File: src/hdl/half_sine_pwm_compare_generator_macros.svh
// Assertion macros shared by the half-sine PWM compare generator RTL.
`ifndef HALF_SINE_PWM_COMPARE_GENERATOR_MACROS_SVH
`define HALF_SINE_PWM_COMPARE_GENERATOR_MACROS_SVH

`ifndef SYNTHESIS
// check while out of reset
`define HSP_ASSERT(label, prop, msg) \
  label: assert property (@(posedge clk) disable iff (!rst_n) (prop)) else $error(msg);
// check on every edge, reset included
`define HSP_ASSERT_RST(label, prop, msg) \
  label: assert property (@(posedge clk) (prop)) else $error(msg);
`else
`define HSP_ASSERT(label, prop, msg)
`define HSP_ASSERT_RST(label, prop, msg)
`endif

`endif

File: src/hdl/hsp_ram.sv
// Generic single-write, single-read RAM with registered read data.
module hsp_ram #(
  parameter int WIDTH = 8,
  parameter int DEPTH = 16,
  localparam int AW = $clog2(DEPTH)
) (
  input  logic             clk,
  input  logic             we,
  input  logic [AW-1:0]    waddr,
  input  logic [WIDTH-1:0] wdata,
  input  logic             re,
  input  logic [AW-1:0]    raddr,
  output logic [WIDTH-1:0] rdata
);

  logic [WIDTH-1:0] mem [DEPTH];

  always_ff @(posedge clk) begin
    if (we) begin
      mem[waddr] <= wdata;
    end
    if (re) begin
      rdata <= mem[raddr];
    end
  end

endmodule

File: config.mk
export PLATFORM = sky130hd
export DESIGN_NAME = hsp_ram
export DESIGN_NICKNAME = d
export VERILOG_FILES = /design/src/hdl/half_sine_pwm_compare_generator_macros.svh /design/src/hdl/hsp_ram.sv
export SDC_FILE = /design/constraint.sdc
export NUM_CORES = 1
export LEC_CHECK = 0
export BUFFER_PORTS_ARGS = -buffer_cell sky130_fd_sc_hd__buf_2
export CAP_MARGIN = 0
export CORE_AREA = 2 2 101 103
export CTS_CLUSTER_SIZE = 20
export DETAILED_ROUTE_END_ITERATION = 10
export DIE_AREA = 0 0 103 105
export HOLD_SLACK_MARGIN = 0.05
export PLACE_DENSITY_LB_ADDON = 0.12
export SYNTH_ARGS = -nofsm -noshare
export SYNTH_HDL_FRONTEND = slang
export SYNTH_SLANG_ARGS = --single-unit
File: constraint.sdc
create_clock -name clk -period 1.8 [get_ports clk]
set_input_delay 0 -clock clk [delete_from_list [all_inputs] [get_ports clk]]
set_output_delay 0 -clock clk [all_outputs]
set_load 0.05 [all_outputs]
== After elaboration in Yosys (flattened, before gate mapping) ==
Memories as Yosys holds them, arrays and structs flattened. A register that Yosys moved wholly into a read port is not among the register bits.
Index checks and enable logic that the tools add are counted.

* Input port bits: 19
* Memory bits (writable): 128
* Output and inout bits: 8
* Memories: 1
* Flip-flop bits (word level): 0
* Logic and storage cells: 3

{| class="wikitable"
|+ Memory list
! memory !! words !! bits a word !! read ports !! clocked after memory_dff !! wr ports !! line !! text
|-
| mem || 16 || 8 || 1 || 1 || 1 || hsp_ram.sv:16 || <nowiki>logic [WIDTH-1:0] mem [DEPTH];</nowiki>
|}

* Mux-type cells: 2

{| class="wikitable"
|+ Operator list
! kind !! count
|-
| two-way mux 1 bit || 2
|}

== Depth between registers and ports, before layout ==
* Word-level depth: 2
* Mapped depth: 5
* Mapped depth without buffers: 3

== Worst setup path before layout ==
OpenSTA, ideal clock, no wires.

* Kind: in2reg
* Start point: input waddr[2]
* End point: memory mem[0][0], enable pin
* Path buffers: 0
* Arrival: 1.110 ns
* Required time: 1.417 ns
* Path slack: 0.307 ns
* Setup time: 0.383 ns
* Stages on the path: 2
* Path through: or3b_2 > nor3_1

{| class="wikitable"
|+ RTL lines
! element !! line !! text
|-
| from (decl) || hsp_ram.sv:9 || <nowiki>input logic [AW-1:0] waddr,</nowiki>
|-
| to (decl) || hsp_ram.sv:16 ||
|}

Straight into the memory's write port.

==> report_table.html <==
<table>
<tr><th>Metric</th><th>Value</th></tr>
<tr><th colspan="2">Yosys</th></tr>
<tr><td>Post-synth net total</td><td>248</td></tr>
<tr><td>Top-area cell type share of the netlist area</td><td>between 70% and 80%</td></tr>
<tr><td>Count of state elements after synthesis</td><td>136</td></tr>
<tr><td>Post-Syn Instances</td><td>229</td></tr>
<tr><td>Synthesized area</td><td>5228 um2</td></tr>
<tr><td>Proportion of synthesized chip area in sequential cells</td><td>between 70% and 80%</td></tr>
<tr><td>Synth top area cells</td><td>edfxtp_1 (78%), mux4_2 (7.8%), mux4_1 (7.0%)</td></tr>
<tr><td>Number of distinct library cell variants in the gate-level netlist after synthesis</td><td>18</td></tr>
<tr><td>Cell taking the most area after synthesis</td><td>edfxtp_1</td></tr>
<tr><td>Synthesized area per cell</td><td>approximately 23 um2</td></tr>
<tr><td>Ys Warns</td><td>0</td></tr>
<tr><th colspan="2">Worst setup path</th></tr>
<tr><td>Depth of the worst register-to-register path</td><td>3</td></tr>
<tr><td>Type of destination of the critical path</td><td>flip-flop</td></tr>
<tr><td>Slack of the worst reg-to-reg path</td><td>0.30 ns</td></tr>
<tr><td>Required @ worst endpoint</td><td>2.05 ns</td></tr>
<tr><td>Startpoint Class</td><td>flip-flop</td></tr>
<tr><td>Critical path data arrival time</td><td>1.75 ns</td></tr>
<tr><td>Worst setup path startpoint</td><td>mem[1][5]</td></tr>
<tr><td>FF-to-FF Start</td><td>mem[1][5]</td></tr>
<tr><td>Largest fanout on the critical path</td><td>1</td></tr>
<tr><td>Reg-to-Reg End</td><td>rdata[5]</td></tr>
<tr><td>Kind of critical path</td><td>flip-flop to flip-flop</td></tr>
<tr><th colspan="2">Global route</th></tr>
<tr><td>Fraction of met2 tracks used by global routing</td><td>between 20 and 30%</td></tr>
<tr><td>Layer with the highest usage</td><td>met2</td></tr>
<tr><td>GR Util met1</td><td>28.96%</td></tr>
<tr><td>GRT overflow</td><td>0</td></tr>
<tr><td>Met3 global-route usage</td><td>about 6%</td></tr>
<tr><td>Pin count of the biggest net entering global routing</td><td>19</td></tr>
<tr><td>Via count of the first global-routing pass</td><td>2576</td></tr>
<tr><td>Tot GR Track Use</td><td>a little over 20%</td></tr>
<tr><td>Antenna violations before repair</td><td>0</td></tr>
<tr><td>First-pass GRT wire length</td><td>14.99 mm</td></tr>
<tr><th colspan="2">Pwr</th></tr>
<tr><td>Maximum ir drop on the vdd rail</td><td>0.0006034 V</td></tr>
<tr><td>Static leakage</td><td>2.178 nW</td></tr>
<tr><td>Switching power as a share of total power</td><td>19.50%</td></tr>
<tr><td>Internal Power</td><td>6.091 mW</td></tr>
<tr><td>Clock network power share</td><td>47.4%</td></tr>
<tr><td>Power per standard cell area</td><td>1189 nW/um2</td></tr>
<tr><td>Relative contribution of combinational cells to total power</td><td>5.2%</td></tr>
<tr><td>Switching power total</td><td>1.475 mW</td></tr>
<tr><td>Part of the total power dissipated in sequential elements</td><td>47.4%</td></tr>
<tr><th colspan="2">Hold path</th></tr>
<tr><td>Hold path endpoint</td><td>rdata[3]</td></tr>
<tr><td>Min-Delay Path Depth</td><td>5</td></tr>
<tr><td>Hold path startpoint</td><td>raddr[3]</td></tr>
<tr><td>Worst min path class</td><td>input port to flip-flop</td></tr>
<tr><th colspan="2">Timing</th></tr>
<tr><td>Fin. max-slew vios</td><td>0</td></tr>
<tr><td>Clock Skew</td><td>roughly 0.0056 ns</td></tr>
<tr><td>Setup repair after global routing missed its margin</td><td>no</td></tr>
<tr><td>Setup-failing EPs final</td><td>0</td></tr>
<tr><td>Transition time at the pin with the least slew margin</td><td>roughly 0.41 ns</td></tr>
<tr><td>Share of the clock period used by the worst path after layout</td><td>between 80 and 90%</td></tr>
<tr><td>Number of endpoints with negative hold slack in the final report</td><td>0</td></tr>
<tr><td>Total negative slack for setup checks</td><td>0 ns</td></tr>
<tr><td>Fmax</td><td>around 0.67 GHz</td></tr>
<tr><td>Tightest slew margin relative to the limit</td><td>72.50%</td></tr>
<tr><td>Tmin final</td><td>1.497 ns</td></tr>
<tr><th colspan="2">Clock network</th></tr>
<tr><td>Source-to-sink clock delay at the later pin of the worst-skew pair</td><td>0.51 ns</td></tr>
<tr><td>Number of levels in the clock H-tree</td><td>4</td></tr>
<tr><td>CTS max path bufs</td><td>2</td></tr>
<tr><td>Clock transition at the registers of the reported paths</td><td>~0.06 ns</td></tr>
<tr><td># Post-CTS Setup Buffers</td><td>0</td></tr>
<tr><td>TritonCTS clock tree</td><td>done</td></tr>
<tr><td>Count of clock tree sinks</td><td>136</td></tr>
<tr><td>Clock Tree Root</td><td>clkbuf_8</td></tr>
<tr><td>Number of buffers created by CTS</td><td>17</td></tr>
<tr><th colspan="2">Placed design</th></tr>
<tr><td>Routability-driven placement congestion ratio</td><td>0.7293</td></tr>
<tr><td>Count of input and output buffers</td><td>26</td></tr>
<tr><td>Post-DP HPWL</td><td>6.162 mm</td></tr>
<tr><th colspan="2">Finish</th></tr>
<tr><td>Core occupancy in the finished layout</td><td>about two thirds</td></tr>
<tr><td>Net count reported at finish</td><td>about 320</td></tr>
<tr><td>Synth-to-Final Area Change</td><td>21.73%</td></tr>
<tr><td>Antenna diode instance count</td><td>0</td></tr>
<tr><td>Share of cells above drive strength 1</td><td>31.19%</td></tr>
<tr><th colspan="2">Floorplanning</th></tr>
<tr><td>Placeable core region</td><td>a little under 10000 um2</td></tr>
<tr><td>Number of rows in the core area</td><td>36</td></tr>
<tr><td>Top-Level Pins</td><td>27</td></tr>
<tr><td>Die span in y</td><td>105 um</td></tr>
<tr><td>Initial standard-cell utilization of the core</td><td>a little over half</td></tr>
<tr><td>Die Span X</td><td>103 um</td></tr>
<tr><td>Area of the die</td><td>10820 um2</td></tr>
<tr><th colspan="2">Routing</th></tr>
<tr><td>Routed wire per std cell</td><td>21.89 um</td></tr>
<tr><td>Detailed-route DRC error count</td><td>0</td></tr>
<tr><td>Routed Antenna Nets</td><td>0</td></tr>
<tr><td>Initial DRC count</td><td>137</td></tr>
<tr><td>Avg Vias per Cell</td><td>5.644</td></tr>
<tr><td>Via count</td><td>~2.5k</td></tr>
<tr><td>Number of iterations in the first detailed-routing pass</td><td>4</td></tr>
<tr><td>Total wire length</td><td>9.718 mm</td></tr>
<tr><th colspan="2">Status</th></tr>
<tr><td>Result of the run</td><td>completed</td></tr>
<tr><th colspan="2">Run</th></tr>
<tr><td>Max Cap Viol</td><td>0</td></tr>
</table>
==> area by class of cell <==
type                       count  area (um2)
tap                          133       166.4
timing repair buffer          61       435.4
clock buffer                  17       414.1
fill                         684        3276
clock inverter                14       206.4
multi-input combinational     83        1057
sequential                   136        4084
==> per-layer routing <==
metal | share of wire [%] | vias up
met2 | 50 | 75
met5 | 0 | -
met1 | 45 | 1301
met3 | 4.9 | 4
met4 | 0.65 | 0
li1 | - | 1126
==> logic make-up after synthesis <==
kind of cell    count (synthesis)  synth area share, %
compound gates                 16                2.298
simple gates                   35                3.136
flops                         136                78.12
buf+inv                        10                1.651
mux                            32                14.79
==> registers in the layout (all words and copies together) (netlist names) <==
| name | cells |
|---|---|
| mem | 128 |
| rdata | 8 |
==> cell usage in the layout, fill, tap and decap left out, drive strengths merged <==
cell,n
and2b,1
nor2,13
clkbuf,17
nor3,4
mux4,32
clkinv,5
nor2b,1
nand2,9
buf,49
bufinv,5
and2,1
nand3,1
clkinvlp,4
or3b,1
nand2b,2
edfxtp,136
dlygate4sd3,12
nand3b,2
a22oi,16
==> per-stage QoR <==
stage / total power, mW / instances / cell area, um2 / hold slack, ns / setup slack, ns
finish: 7.566 / 444 / 6364 / 0.1366 / 0.3028
global route: 7.795 / 444 / 6364 / 0.1426 / 0.2054
CTS: 7.636 / 444 / 6364 / 0.1064 / 0.2777
detailed placement: 4.034 / 401 / 5623 / 0.3755 / 0.1504
global placement: 4.025 / 401 / 5623 / 0.3698 / 0.1777
floorplan: 3.883 / 229 / 5228 / 0.09887 / 0.3071
==> critical path, cell delays in order (launching register included) <==
cell and delay, ns:
edfxtp_1 0.36, mux4_1 0.51, a22oi_1 0.27, nand2_1 0.11
==> worst max-delay path by stage <==
| stage | end | depth (start not counted) |
|---|---|---|
| 3_3_place_gp | rdata[3] | 5 |
| 2_1_floorplan | mem[0][0] | 2 |
| 5_1_grt | rdata[5] | 3 |
| 4_1_cts | rdata[5] | 3 |
| 3_5_place_dp | rdata[3] | 5 |
| 6_report | rdata[5] | 3 |
==> power groups by stage <==
stage / Clock [mW] / Sequential [mW] / Combinational, mW
after floorplan: 0 / 3.70 / 0.180
after global placement: 0 / 3.65 / 0.376
after detailed placement: 0 / 3.65 / 0.382
after CTS: 3.65 / 3.59 / 0.401
after global routing: 3.78 / 3.59 / 0.426
final: 3.58 / 3.59 / 0.395
==> repair_timing <==
action / 4_1_cts / 5_1_grt
endpoints found under the setup margin: 0 / 0
hold buffers: 12 / 0
resized for setup: 0 / 0
hold endpoints to repair: 165 / 0
==> Yosys cell counts <==
cell type        number
a22oi_1              16
and2_1                1
and2b_1               1
buf_2                 3
buf_4                 1
buf_6                 3
clkdlybuf4s25_2       3
edfxtp_1            136
mux4_1               14
mux4_2               18
nand2_1               9
nand2b_1              2
nand3_1               1
nand3b_1              2
nor2_1               13
nor2b_1               1
nor3_1                4
or3b_2                1
Note: power is estimated with default switching activity, not from simulation.
