### config.mk
export PLATFORM = sky130hd
export DESIGN_NAME = hsp_build
export DESIGN_NICKNAME = d
export VERILOG_FILES = /design/src/hdl/hsp_pkg.sv /design/src/hdl/hsp_div.sv /design/src/hdl/hsp_build.sv
export VERILOG_INCLUDE_DIRS = /design/src /design/src/hdl
export SDC_FILE = /design/constraint.sdc
export NUM_CORES = 2
export LEC_CHECK = 0
export ABC_AREA = 1
export BUFFER_PORTS_ARGS = -buffer_cell sky130_fd_sc_hd__buf_2
export CORE_ASPECT_RATIO = 1.2
export CORE_MARGIN = 2
export CORE_UTILIZATION = 35
export DETAILED_ROUTE_END_ITERATION = 7
export MAX_ROUTING_LAYER = met4
export PLACE_DENSITY = 0.58
export RECOVER_POWER = 100
export SETUP_SLACK_MARGIN = 0.05
export SLEW_MARGIN = 20
export SYNTH_ARGS = -nofsm -noshare
export SYNTH_HDL_FRONTEND = slang
export SYNTH_SLANG_ARGS = --single-unit
### constraint.sdc
create_clock -name clk -period 13.2 [get_ports clk]
set_input_delay 1.32 -clock clk [delete_from_list [all_inputs] [get_ports clk]]
set_output_delay 1.32 -clock clk [all_outputs]
set_load 0.02 [all_outputs]
### src/hdl/half_sine_pwm_compare_generator_macros.svh
// Assertion macros shared by the half-sine PWM compare generator RTL.
`ifndef HALF_SINE_PWM_COMPARE_GENERATOR_MACROS_SVH
`define HALF_SINE_PWM_COMPARE_GENERATOR_MACROS_SVH

`ifndef SYNTHESIS
// check while out of reset
`define HSP_ASSERT(label, prop, msg) \
  label: assert property (@(posedge clk) disable iff (!rst_n) (prop)) else $error(msg);
// check on every edge, reset included
`define HSP_ASSERT_RST(label, prop, msg) \
  label: assert property (@(posedge clk) (prop)) else $error(msg);
`else
`define HSP_ASSERT(label, prop, msg)
`define HSP_ASSERT_RST(label, prop, msg)
`endif

`endif

### src/hdl/hsp_pkg.sv
// Types, constants and helper functions of the half-sine PWM compare generator.
package hsp_pkg;

  localparam int CARRIER_RATE = 10000;
  localparam int PEAK         = 4800;
  localparam int MAX_PULSES   = 2048;
  localparam int TABLE_DEPTH  = MAX_PULSES / 2;
  localparam int TABLE_AW     = $clog2(TABLE_DEPTH);

  localparam int FREQ_W = 13;
  localparam int CMP_W  = 13;
  localparam int IDX_W  = 12;
  localparam int HALF_W = IDX_W - 1;

  localparam int DIV_DW = 32;
  localparam int DIV_SW = 13;
  localparam int DIV_CW = $clog2(DIV_DW);

  localparam int HORNER_TERMS = 5;

  localparam logic [FREQ_W-1:0] FREQ_RESET   = 13'd10;
  localparam logic [IDX_W-1:0]  PULSES_RESET = 12'd1000;
  localparam logic [31:0]       PI_Q30       = 32'd3373259426;
  localparam logic [30:0]       ONE_Q30      = 31'h4000_0000;
  localparam logic [16:0]       S_ONE        = 17'h1_0000;
  localparam logic [16:0]       FOLD_HALF    = 17'h0_8000;

  typedef enum logic [3:0] {
    B_IDLE,
    B_START,
    B_PWAIT,
    B_KDIV,
    B_KWAIT,
    B_MT,
    B_MT2,
    B_MH,
    B_HDIV,
    B_MS,
    B_ME,
    B_WR
  } bld_state_t;

  typedef enum logic [1:0] {
    K_HOLD,
    K_ZERO,
    K_TABLE
  } cmp_kind_t;

  typedef struct packed {
    logic              start;
    logic [DIV_DW-1:0] dividend;
    logic [DIV_SW-1:0] divisor;
  } div_req_t;

  typedef struct packed {
    logic              busy;
    logic              done;
    logic [DIV_DW-1:0] quot;
  } div_rsp_t;

  typedef struct packed {
    logic                we;
    logic [TABLE_AW-1:0] addr;
    logic [CMP_W-1:0]    data;
  } tbl_wr_t;

  typedef struct packed {
    logic             busy;
    logic [IDX_W-1:0] pulses;
  } bld_status_t;

  // Horner divisors of the sine series, x^11 term first: 110, 72, 42, 20, 6.
  // Shift out the power of two, then multiply by the rounded-up reciprocal of
  // the odd part and shift; exact for 32-bit dividends.
  function automatic logic [1:0] horner_pre(input logic [2:0] idx);
    logic [1:0] s;
    case (idx)
      3'd0:    s = 2'd1;
      3'd1:    s = 2'd3;
      3'd2:    s = 2'd1;
      3'd3:    s = 2'd2;
      default: s = 2'd1;
    endcase
    return s;
  endfunction

  function automatic logic [31:0] horner_magic(input logic [2:0] idx);
    logic [31:0] m;
    case (idx)
      3'd0:    m = 32'd2498890064;
      3'd1:    m = 32'd3817748708;
      3'd2:    m = 32'd3272356036;
      3'd3:    m = 32'd3435973837;
      default: m = 32'd2863311531;
    endcase
    return m;
  endfunction

  function automatic logic [5:0] horner_post(input logic [2:0] idx);
    logic [5:0] s;
    case (idx)
      3'd0:    s = 6'd37;
      3'd1:    s = 6'd35;
      3'd2:    s = 6'd36;
      3'd3:    s = 6'd34;
      default: s = 6'd33;
    endcase
    return s;
  endfunction

endpackage

### src/hdl/hsp_div.sv
// Restoring divider, one quotient bit per cycle.
module hsp_div import hsp_pkg::*; (
  input  logic     clk,
  input  logic     rst_n,
  input  div_req_t req,
  output div_rsp_t rsp
);

  logic              busy_r;
  logic              done_r;
  logic [DIV_CW-1:0] cnt_r;
  logic [DIV_DW-1:0] dvd_r;
  logic [DIV_SW-1:0] dvs_r;
  logic [DIV_SW-1:0] rem_r;
  logic [DIV_SW:0]   rem_sh;
  logic [DIV_SW:0]   rem_diff;
  logic              ge;

  assign rem_sh   = {rem_r, dvd_r[DIV_DW-1]};
  assign ge       = rem_sh >= {1'b0, dvs_r};
  assign rem_diff = rem_sh - {1'b0, dvs_r};

  always_ff @(posedge clk) begin
    if (!rst_n) begin
      busy_r <= 1'b0;
      done_r <= 1'b0;
      cnt_r  <= '0;
    end else begin
      done_r <= 1'b0;
      if (req.start) begin
        busy_r <= 1'b1;
        cnt_r  <= '0;
        dvd_r  <= req.dividend;
        dvs_r  <= req.divisor;
        rem_r  <= '0;
      end else if (busy_r) begin
        rem_r <= ge ? rem_diff[DIV_SW-1:0] : rem_sh[DIV_SW-1:0];
        dvd_r <= {dvd_r[DIV_DW-2:0], ge};
        cnt_r <= cnt_r + DIV_CW'(1);
        if (cnt_r == DIV_CW'(DIV_DW - 1)) begin
          busy_r <= 1'b0;
          done_r <= 1'b1;
        end
      end
    end
  end

  assign rsp.busy = busy_r;
  assign rsp.done = done_r;
  assign rsp.quot = dvd_r;

endmodule

### src/hdl/hsp_build.sv
// Frequency register and half-wave table builder: pulse count, phase, sine series.
`include "half_sine_pwm_compare_generator_macros.svh"

module hsp_build import hsp_pkg::*; (
  input  logic              clk,
  input  logic              rst_n,
  input  logic              cfg_valid,
  output logic              cfg_ready,
  input  logic [FREQ_W-1:0] cfg_sine_frequency,
  output bld_status_t       status,
  output tbl_wr_t           tbl_wr
);

  bld_state_t        state_r, state_nxt;
  logic [FREQ_W-1:0] freq_r, freq_nxt;
  logic [IDX_W-1:0]  pulses_r, pulses_nxt;
  logic [HALF_W-1:0] k_r, k_nxt;
  logic [15:0]       x_r, x_nxt;
  logic [30:0]       t_r, t_nxt;
  logic [31:0]       t2_r, t2_nxt;
  logic [31:0]       h_r, h_nxt;
  logic [30:0]       r_r, r_nxt;
  logic [2:0]        i_r, i_nxt;
  logic [16:0]       s_r, s_nxt;
  logic [CMP_W-1:0]  entry_r, entry_nxt;

  logic [HALF_W-1:0] half;
  logic [31:0]       mul_a, mul_b;
  logic [63:0]       prod;
  div_req_t          div_req;
  div_rsp_t          div_rsp;

  hsp_div u_div (
    .clk (clk),
    .rst_n (rst_n),
    .req (div_req),
    .rsp (div_rsp)
  );

  assign half = pulses_r[IDX_W-1:1];
  assign prod = 64'(mul_a) * 64'(mul_b);

  always_ff @(posedge clk) begin
    if (!rst_n) begin
      state_r  <= B_START;
      freq_r   <= FREQ_RESET;
      pulses_r <= PULSES_RESET;
      k_r      <= '0;
    end else begin
      state_r  <= state_nxt;
      freq_r   <= freq_nxt;
      pulses_r <= pulses_nxt;
      k_r      <= k_nxt;
    end
  end

  always_ff @(posedge clk) begin
    x_r     <= x_nxt;
    t_r     <= t_nxt;
    t2_r    <= t2_nxt;
    h_r     <= h_nxt;
    r_r     <= r_nxt;
    i_r     <= i_nxt;
    s_r     <= s_nxt;
    entry_r <= entry_nxt;
  end

  always_comb begin
    state_nxt   = state_r;
    freq_nxt    = freq_r;
    pulses_nxt  = pulses_r;
    k_nxt       = k_r;
    x_nxt       = x_r;
    t_nxt       = t_r;
    t2_nxt      = t2_r;
    h_nxt       = h_r;
    r_nxt       = r_r;
    i_nxt       = i_r;
    s_nxt       = s_r;
    entry_nxt   = entry_r;
    mul_a       = '0;
    mul_b       = '0;
    div_req     = '0;
    tbl_wr.we   = 1'b0;
    tbl_wr.addr = k_r[TABLE_AW-1:0];
    tbl_wr.data = entry_r;
    cfg_ready   = (state_r == B_IDLE);
    case (state_r)
      B_IDLE: begin
        if (cfg_valid) begin
          freq_nxt  = cfg_sine_frequency;
          state_nxt = B_START;
        end
      end
      B_START: begin
        if (freq_r == '0) begin
          pulses_nxt = IDX_W'(MAX_PULSES);
          k_nxt      = '0;
          state_nxt  = B_KDIV;
        end else begin
          div_req.start    = 1'b1;
          div_req.dividend = DIV_DW'(CARRIER_RATE);
          div_req.divisor  = freq_r;
          state_nxt        = B_PWAIT;
        end
      end
      B_PWAIT: begin
        if (div_rsp.done) begin
          pulses_nxt = (div_rsp.quot > DIV_DW'(MAX_PULSES)) ? IDX_W'(MAX_PULSES)
                                                          : div_rsp.quot[IDX_W-1:0];
          k_nxt      = '0;
          state_nxt  = B_KDIV;
        end
      end
      B_KDIV: begin
        if (k_r >= half) begin
          state_nxt = B_IDLE;
        end else begin
          div_req.start    = 1'b1;
          div_req.dividend = DIV_DW'({k_r, 16'h0000});
          div_req.divisor  = DIV_SW'(half);
          state_nxt        = B_KWAIT;
        end
      end
      B_KWAIT: begin
        if (div_rsp.done) begin
          // fold phase about one half
          x_nxt     = (div_rsp.quot[16:0] > FOLD_HALF) ? 16'(S_ONE - div_rsp.quot[16:0])
                                                       : div_rsp.quot[15:0];
          state_nxt = B_MT;
        end
      end
      B_MT: begin
        mul_a     = 32'(x_r);
        mul_b     = PI_Q30;
        t_nxt     = prod[46:16];
        state_nxt = B_MT2;
      end
      B_MT2: begin
        mul_a     = {1'b0, t_r};
        mul_b     = {1'b0, t_r};
        t2_nxt    = prod[61:30];
        r_nxt     = ONE_Q30;
        i_nxt     = '0;
        state_nxt = B_MH;
      end
      B_MH: begin
        mul_a     = t2_r;
        mul_b     = {1'b0, r_r};
        h_nxt     = prod[61:30];
        state_nxt = B_HDIV;
      end
      B_HDIV: begin
        mul_a = h_r >> horner_pre(i_r);
        mul_b = horner_magic(i_r);
        r_nxt = ONE_Q30 - 31'(prod >> horner_post(i_r));
        if (i_r == 3'(HORNER_TERMS - 1)) begin
          state_nxt = B_MS;
        end else begin
          i_nxt     = i_r + 3'd1;
          state_nxt = B_MH;
        end
      end
      B_MS: begin
        mul_a     = {1'b0, t_r};
        mul_b     = {1'b0, r_r};
        s_nxt     = (prod[60:44] > S_ONE) ? S_ONE : prod[60:44];
        state_nxt = B_ME;
      end
      B_ME: begin
        mul_a     = 32'(PEAK);
        mul_b     = 32'(s_r);
        entry_nxt = prod[28:16];
        state_nxt = B_WR;
      end
      B_WR: begin
        tbl_wr.we = 1'b1;
        k_nxt     = k_r + HALF_W'(1);
        state_nxt = B_KDIV;
      end
      default: begin
        state_nxt = B_IDLE;
      end
    endcase
  end

  assign status.busy   = (state_r != B_IDLE);
  assign status.pulses = pulses_r;

  `HSP_ASSERT(a_wr_in_half, tbl_wr.we |-> (k_r < half), "table write beyond half wave")
  `HSP_ASSERT(a_div_start_idle, div_req.start |-> !div_rsp.busy, "divider restarted while busy")
  `HSP_ASSERT(a_pulses_max, pulses_r <= IDX_W'(MAX_PULSES), "pulse count above maximum")

endmodule
* Yosys cells after proc, flatten, opt, wreduce, memory -nomap -nowiden *
Index checks and enable logic that the tools add are counted.

operators by class
  mux-type cells = 37
  equality and inequality tests = 21
  $add $sub $neg = 6
  bitwise gates (word level) = 2
  reduce and logical (&&, ||, !) cells = 20
  multiply operators = 1
  magnitude comparators = 5
  shift operators = 2

operators by type and width
  cell                                                                                number
  32-bit case mux with 5 select lines                                                 2
  31-bit case mux with 4 select lines                                                 1
  46-bit two-way mux                                                                  2
  46-bit case mux with 2 select lines                                                 1
  32-bit by 32-bit multiplier with 64-bit output                                      1
  32-bit two-way mux                                                                  2
  64-bit by 6-bit right shift with 31-bit output                                      1
  31-bit case mux with 2 select lines                                                 1
  4-bit case mux with 12 select lines                                                 1
  12-bit two-way mux                                                                  3
  11-bit case mux with 3 select lines                                                 1
  32-bit by 12-bit greater-than comparator with 1-bit output (second input constant)  1
  32-bit by 2-bit right shift with 32-bit output                                      1
  31-bit subtractor (first input constant)                                            1
  13-bit two-way mux                                                                  2
  12-bit case mux with 2 select lines                                                 1
  11-bit two-way mux                                                                  2
  17-bit by 16-bit greater-than comparator with 1-bit output (second input constant)  1
  17-bit greater-than comparator (second input constant)                              1
  4-bit by 3-bit equality test with 1-bit output (second input constant)              4
  4-bit equality test (second input constant)                                         4
  16-bit two-way mux                                                                  1
  4-bit two-way mux                                                                   4
  1-bit by 16-bit subtractor with 16-bit output (first input constant)                1
  32 further kinds                                                                    54

storage, ports and cells
  logic and storage cells = 112
  flip-flop bits (word level) = 280
  bits of input ports = 16
  output and inout bits = 38

* Logic depth before layout (Yosys ltp) *
  depth after elaboration = 9
  gate-level depth with buffers = 57
  mapped depth without buffers = 55

* Cells and area by module *
Synthesis repeated with hierarchy kept, for this count alone.

unflattened totals
  cell total of the unflattened synthesis = 6,134
  area, all modules = 49,424.9 um^2

modules (own cells, without submodules)
  module     times used  area an instance (um^2)  seq. area each (um^2)  cells an instance
  hsp_build  1           45,892.8                 6,025.8                5,715
  hsp_div    1           3,532.1                  1,881.8                419

* Worst setup path before layout *
Ideal clock, no wire load.

  kind = reg-to-reg
  from = reg i_r[0]
  to = reg r_r[26] (data pin)
  buffers on the path = 4
  data required time = 12.945 ns
  clock period less this slack = 10.297 ns
  setup time = 0.255 ns
  cell stages (with the launch flop) = 49
  setup slack = 2.903 ns
  arrival time = 10.042 ns
  cells stage by stage = edfxtp_1 -> ha_1 -> ha_1 -> inv_1 -> nand2_4 -> inv_1 -> clkbuf_1 -> clkbuf_1 -> clkbuf_1 -> nand2_1 -> a221oi_1 -> clkbuf_1 -> nor2_1 -> fa_1 -> fa_1 -> fa_1 -> inv_1 -> fa_1 -> [13 not listed] -> o21ai_0 -> a21oi_1 -> nand2_1 -> xor2_1 -> or2_1 -> nand3_1 -> nand2_1 -> nand2_1 -> nand2_1 -> inv_1 -> ha_1 -> nand2_1 -> nor2_4 -> nand3b_2 -> nor2_2 -> nand3_1 -> nand2_1 -> nor2_1

on the way
  cells in the longest elaborated chain, start to end = 9
  elaborated cells between the ends (all ways) = 16
  classes of those cells = add/sub: 1; mul: 1; eq/ne: 3; shift: 2; mux: 8; reduce/logical: 1

ends and longest elaborated chain
  what                                                                                                              line                          text
  from (decl)                                                                                                       hsp_build.sv:23               logic [2:0] i_r, i_nxt;
  from (signal assigned)                                                                                            hsp_build.sv:63               i_r <= i_nxt;
  3-bit by 2-bit equality test with 1-bit output or 3-bit by 1-bit equality test with 1-bit output (tied branches)  hsp_pkg.sv:77, hsp_pkg.sv:89
  2-bit case mux with 2 select lines                                                                                hsp_pkg.sv:77                 case (idx)
  2-bit two-way mux                                                                                                 hsp_build.sv:88               case (state_r)
  32-bit by 2-bit right shift with 32-bit output                                                                    hsp_build.sv:154              mul_a = h_r >> horner_pre(i_r);
  32-bit case mux with 5 select lines                                                                               hsp_build.sv:88
  32-bit by 32-bit multiplier with 64-bit output *                                                                  hsp_build.sv:41               assign prod = 64'(mul_a) * 64'(mul_b);
  named net prod[37]                                                                                                hsp_build.sv:29               logic [63:0] prod;
  64-bit by 6-bit right shift with 31-bit output *                                                                  hsp_build.sv:156              r_nxt = ONE_Q30 - 31'(prod >> horner_post(i_r));
  31-bit subtractor *                                                                                               hsp_build.sv:156
  31-bit case mux with 2 select lines *                                                                             hsp_build.sv:88
  to (signal assigned)                                                                                              hsp_build.sv:62               r_r <= r_nxt;
  to (decl)                                                                                                         hsp_build.sv:22               logic [30:0] r_r, r_nxt;

Mark *: on every way through the listed nets, which the timed path passes. The rest lies on a longest branch. The select of a mux whose other input is x is not followed.
A chain may end at the register's enable or synchronous reset.

* Worst setup path after layout *
  from = reg state_r[2]
  to = reg r_r[26] (data pin)

on the way
  cells in the longest elaborated chain, start to end = 7
  elaborated cells between the ends (all ways) = 14
  classes of those cells = add/sub: 1; mul: 1; eq/ne: 6; shift: 1; mux: 3; reduce/logical: 2

ends and longest elaborated chain
  what                                                                                   line              text
  from (decl)                                                                            hsp_build.sv:14   bld_state_t state_r, state_nxt;
  from (signal assigned)                                                                 hsp_build.sv:50   state_r <= state_nxt;
  4-bit equality test or 4-bit by 3-bit equality test with 1-bit output (tied branches)  hsp_build.sv:88
  2-bit OR reduction (no source line)                                                    --
  32-bit case mux with 5 select lines                                                    hsp_build.sv:88
  32-bit by 32-bit multiplier with 64-bit output                                         hsp_build.sv:41
  64-bit by 6-bit right shift with 31-bit output                                         hsp_build.sv:156
  31-bit subtractor                                                                      hsp_build.sv:156
  31-bit case mux with 2 select lines *                                                  hsp_build.sv:88

Every way passes the cells marked *; elsewhere a longest branch is shown, timed or not.

==> results.yml <==
power_and_ir_drop:
  power_density_nw_per_um2: 95.62
  p_leak_nw: 25.22
  ir_worst_vdd_mv: 0.1164
clock_tree:
  clock-sinks: 279
  h-tree-depth: 1
  insertion_delay_ns: 0.60
  cts_tree: "done"
  cts_setup_buffers: 0
  cts_buffers: 29
  clock_path_buffers: 3
  clk_pin_slew_ns: 0.07
  ctsHoldBuffers: 0
  root_buffer: "clkbuf_16"
sta:
  grt_setup_unrepaired: "no"
  finalSetupViolCount: 0
  max-slew-margin-rel_pct: -71.29
  timing.hold.ws_ns: 0.4711
  hold_viol: 0
  drv_slew: 82
  fmax_ghz: 0.07698
  fin_crit_ns: 12.99
  setup_tns_ns: 0
  skew_ns: 0.01704
  period_share_pct: 98.42
  worst_slew_pin_slew_ns: 2.543
setup_path:
  crit_cells: 42
  slowest_delay_ns: 0.98
  crit_top_cell: "fa_1"
  crit_path_end_kind: "flop"
  crit_family: "adder cells"
  reg2reg_depth: 42
  crit_path_max_fanout: 19
  path_class: "flop to flop"
  crit_required_ns: 13.55
  worstPathArrival_ns: 13.34
  start_kind: "flop"
  cp_slowest_cell: "inv_1"
  cp_num_buf_inv: 7
floorplanning:
  die_h_um: 411.8
  dieArea_um2: 141600
  coreArea_um2: 137600
  die_w_um: 343.8
  ioPinCount: 54
  fp-row-count: 149
  start_util_pct: 35.25
yosys:
  ys_types: 57
  yosysWarningCount: 0
  postSynthAreaPerCell_um2: 8.184
  synth.cell_area_um2: 48500
  ys_seq_area_share_pct: 16.31
  ys.flop_type: "edfxtp_1"
  ys_ff_latch: 279
  syn_inst: 5926
  async_reset_ff_share_pct: 0
  synth_edf_count: 232
  synth_nets: 7132
global_routing:
  grt_overflow: 0
  grt_max_degree: 58
  track_usage_pct: 26.66
  antenna_found_initial: 1
  grt_pass1_wl_um: 270600
  first_global_vias: 42380
layout:
  layout-drive-gt1-share_pct: 4.358
  most-common-layout-cells: "inv_1 (1369), nand2_1 (1080), fa_1 (896), nor2_1 (778), ha_1 (294)"
  layout_commonest_cell: "inv_1"
  fin_nets: 7126
  multi_input_area_um2: 34460
  areaGrowthSynthToFinish_pct: 7.273
  fillers: 14330
  seq_area_um2: 7908
min_path:
  hp-class: "flop to flop"
  whs_path_depth: 2
routing:
  wl_per_cell_um: 23.42
  first_pass_iters: 6
  viasPerCell: 5.215
  drtIter0Drc: 3360
  route.vias.total: 40450
  drc: 0
  ant_nets: 0
  routed_wl_um: 181600
outcome:
  violations: "max-capacitance violations, max-slew violations"
  status: "finished, violations left"
place:
  port_buffers: 53
  gp_congestion: 1.061
  dp_hpwl_um: 151400
run:
  max_cap_violations: 3
state kept, by name (all words and copies together), names as in the netlist, 4 cells and up:
signal	flops
u_div.dvd_r	32
u_div.cnt_r	5
u_div.dvs_r	13
u_div.rem_r	13
freq_r	13
state_r	4
k_r	11
s_r	17
r_r	31
pulses_r	12
h_r	31
t_r	31
x_r	16
entry_r	13
t2_r	32
cells in the mapped netlist, types with 12 or more instances:
| cell type | count | area, um^2 |
|---|---|---|
| a211oi_1 | 12 | 90.09 |
| a21oi_1 | 211 | 1056 |
| a221oi_1 | 21 | 183.9 |
| a31oi_1 | 21 | 131.4 |
| and2_1 | 12 | 75.07 |
| buf_1 | 18 | 67.56 |
| clkbuf_1 | 194 | 728.2 |
| clkinv_1 | 21 | 78.83 |
| dfxtp_1 | 47 | 940.9 |
| edfxtp_1 | 232 | 6967 |
| fa_1 | 896 | 17940 |
| ha_1 | 294 | 3679 |
| inv_1 | 1368 | 5135 |
| inv_2 | 12 | 45.04 |
| nand2_1 | 1074 | 4031 |
| nand2_2 | 20 | 125.1 |
| nand3_1 | 237 | 1186 |
| nand4_1 | 21 | 131.4 |
| nor2_1 | 769 | 2887 |
| nor2_2 | 12 | 75.07 |
| nor2_4 | 12 | 135.1 |
| nor3_1 | 33 | 165.2 |
| nor4_1 | 26 | 162.7 |
| o211ai_1 | 15 | 112.6 |
| o21a_1 | 20 | 150.1 |
| o21ai_0 | 143 | 715.7 |
| o22ai_1 | 19 | 118.9 |
| xnor2_1 | 13 | 113.9 |
| xor2_1 | 42 | 367.9 |
worst paths after layout:
| check | from | to | slack (ns) |
|---|---|---|---|
| setup / recovery | state_r[2] | r_r[26] | 0.21 |
| hold / removal | u_div.cnt_r[4] | u_div.cnt_r[4] | 0.47 |
| setup reg to reg | state_r[2] | r_r[26] | 0.21 |
| hold reg to reg | u_div.cnt_r[4] | u_div.cnt_r[4] | 0.47 |
cells by family (layout without fill, tap and decap cells):
group	Yosys count	after routing	synth area share, %
compound gates	517	517	6.184
xor+xnor	55	55	0.9933
fa+ha+maj	1190	1190	44.57
buf+inv	1630	1647	12.71
flops	279	279	16.31
other cells	1	3	0.007732
simple gates	2254	2254	19.23
metrics by stage:
step | utilization [%] | area [um^2] | total power, mW | worst slack [ns] | cells
2_1_floorplan | - | 48500 | 2.942 | 2.903 | 5926
3_3_place_gp | 37.29 | 51310 | 4.146 | 0.7178 | 7701
3_5_place_dp | 37.29 | 51310 | 4.155 | 0.6866 | 7701
4_1_cts | 37.95 | 52210 | 4.980 | 0.6438 | 7755
5_1_grt | 37.81 | 52020 | 5.227 | 0.03354 | 7756
6_report | 37.81 | 52020 | 4.974 | 0.2090 | 7757
area by class of cell:
cell class              instances  share of cell area [%]
multi-input cells            4017                   66.25
flip-flops and latches        279                   15.20
inverters                    1402                   10.14
well taps                    1812                   4.358
repair buffers                191                   2.311
clock buffers                  40                   1.532
clock inverters                14                  0.2020
diodes                          2                0.009620
layer usage:
| metal | wire, um | GRT usage (%) |
|---|---|---|
| met1 | 69730 | 31.71 |
| met2 | 90190 | 45.79 |
| met3 | 10600 | 1.956 |
| met4 | 11110 | 12.71 |
| met5 | 0 | - |
worst min-delay path, stage by stage (launching register included):
cell and delay (ns):
dfxtp_1 0.31, nand2_1 0.06, a21oi_1 0.05
power by group:
group	switching [mW]	internal, mW
Combinational	2.13	0.713
Sequential	0.101	1.23
Clock	0.379	0.427
Total	2.61	2.37
repair_timing:
action,in CTS,in global routing
endpoints found under the hold margin,0,0
setup endpoints to repair,0,3
gates resized for setup,0,3
Power figures use the tool's default switching activity.
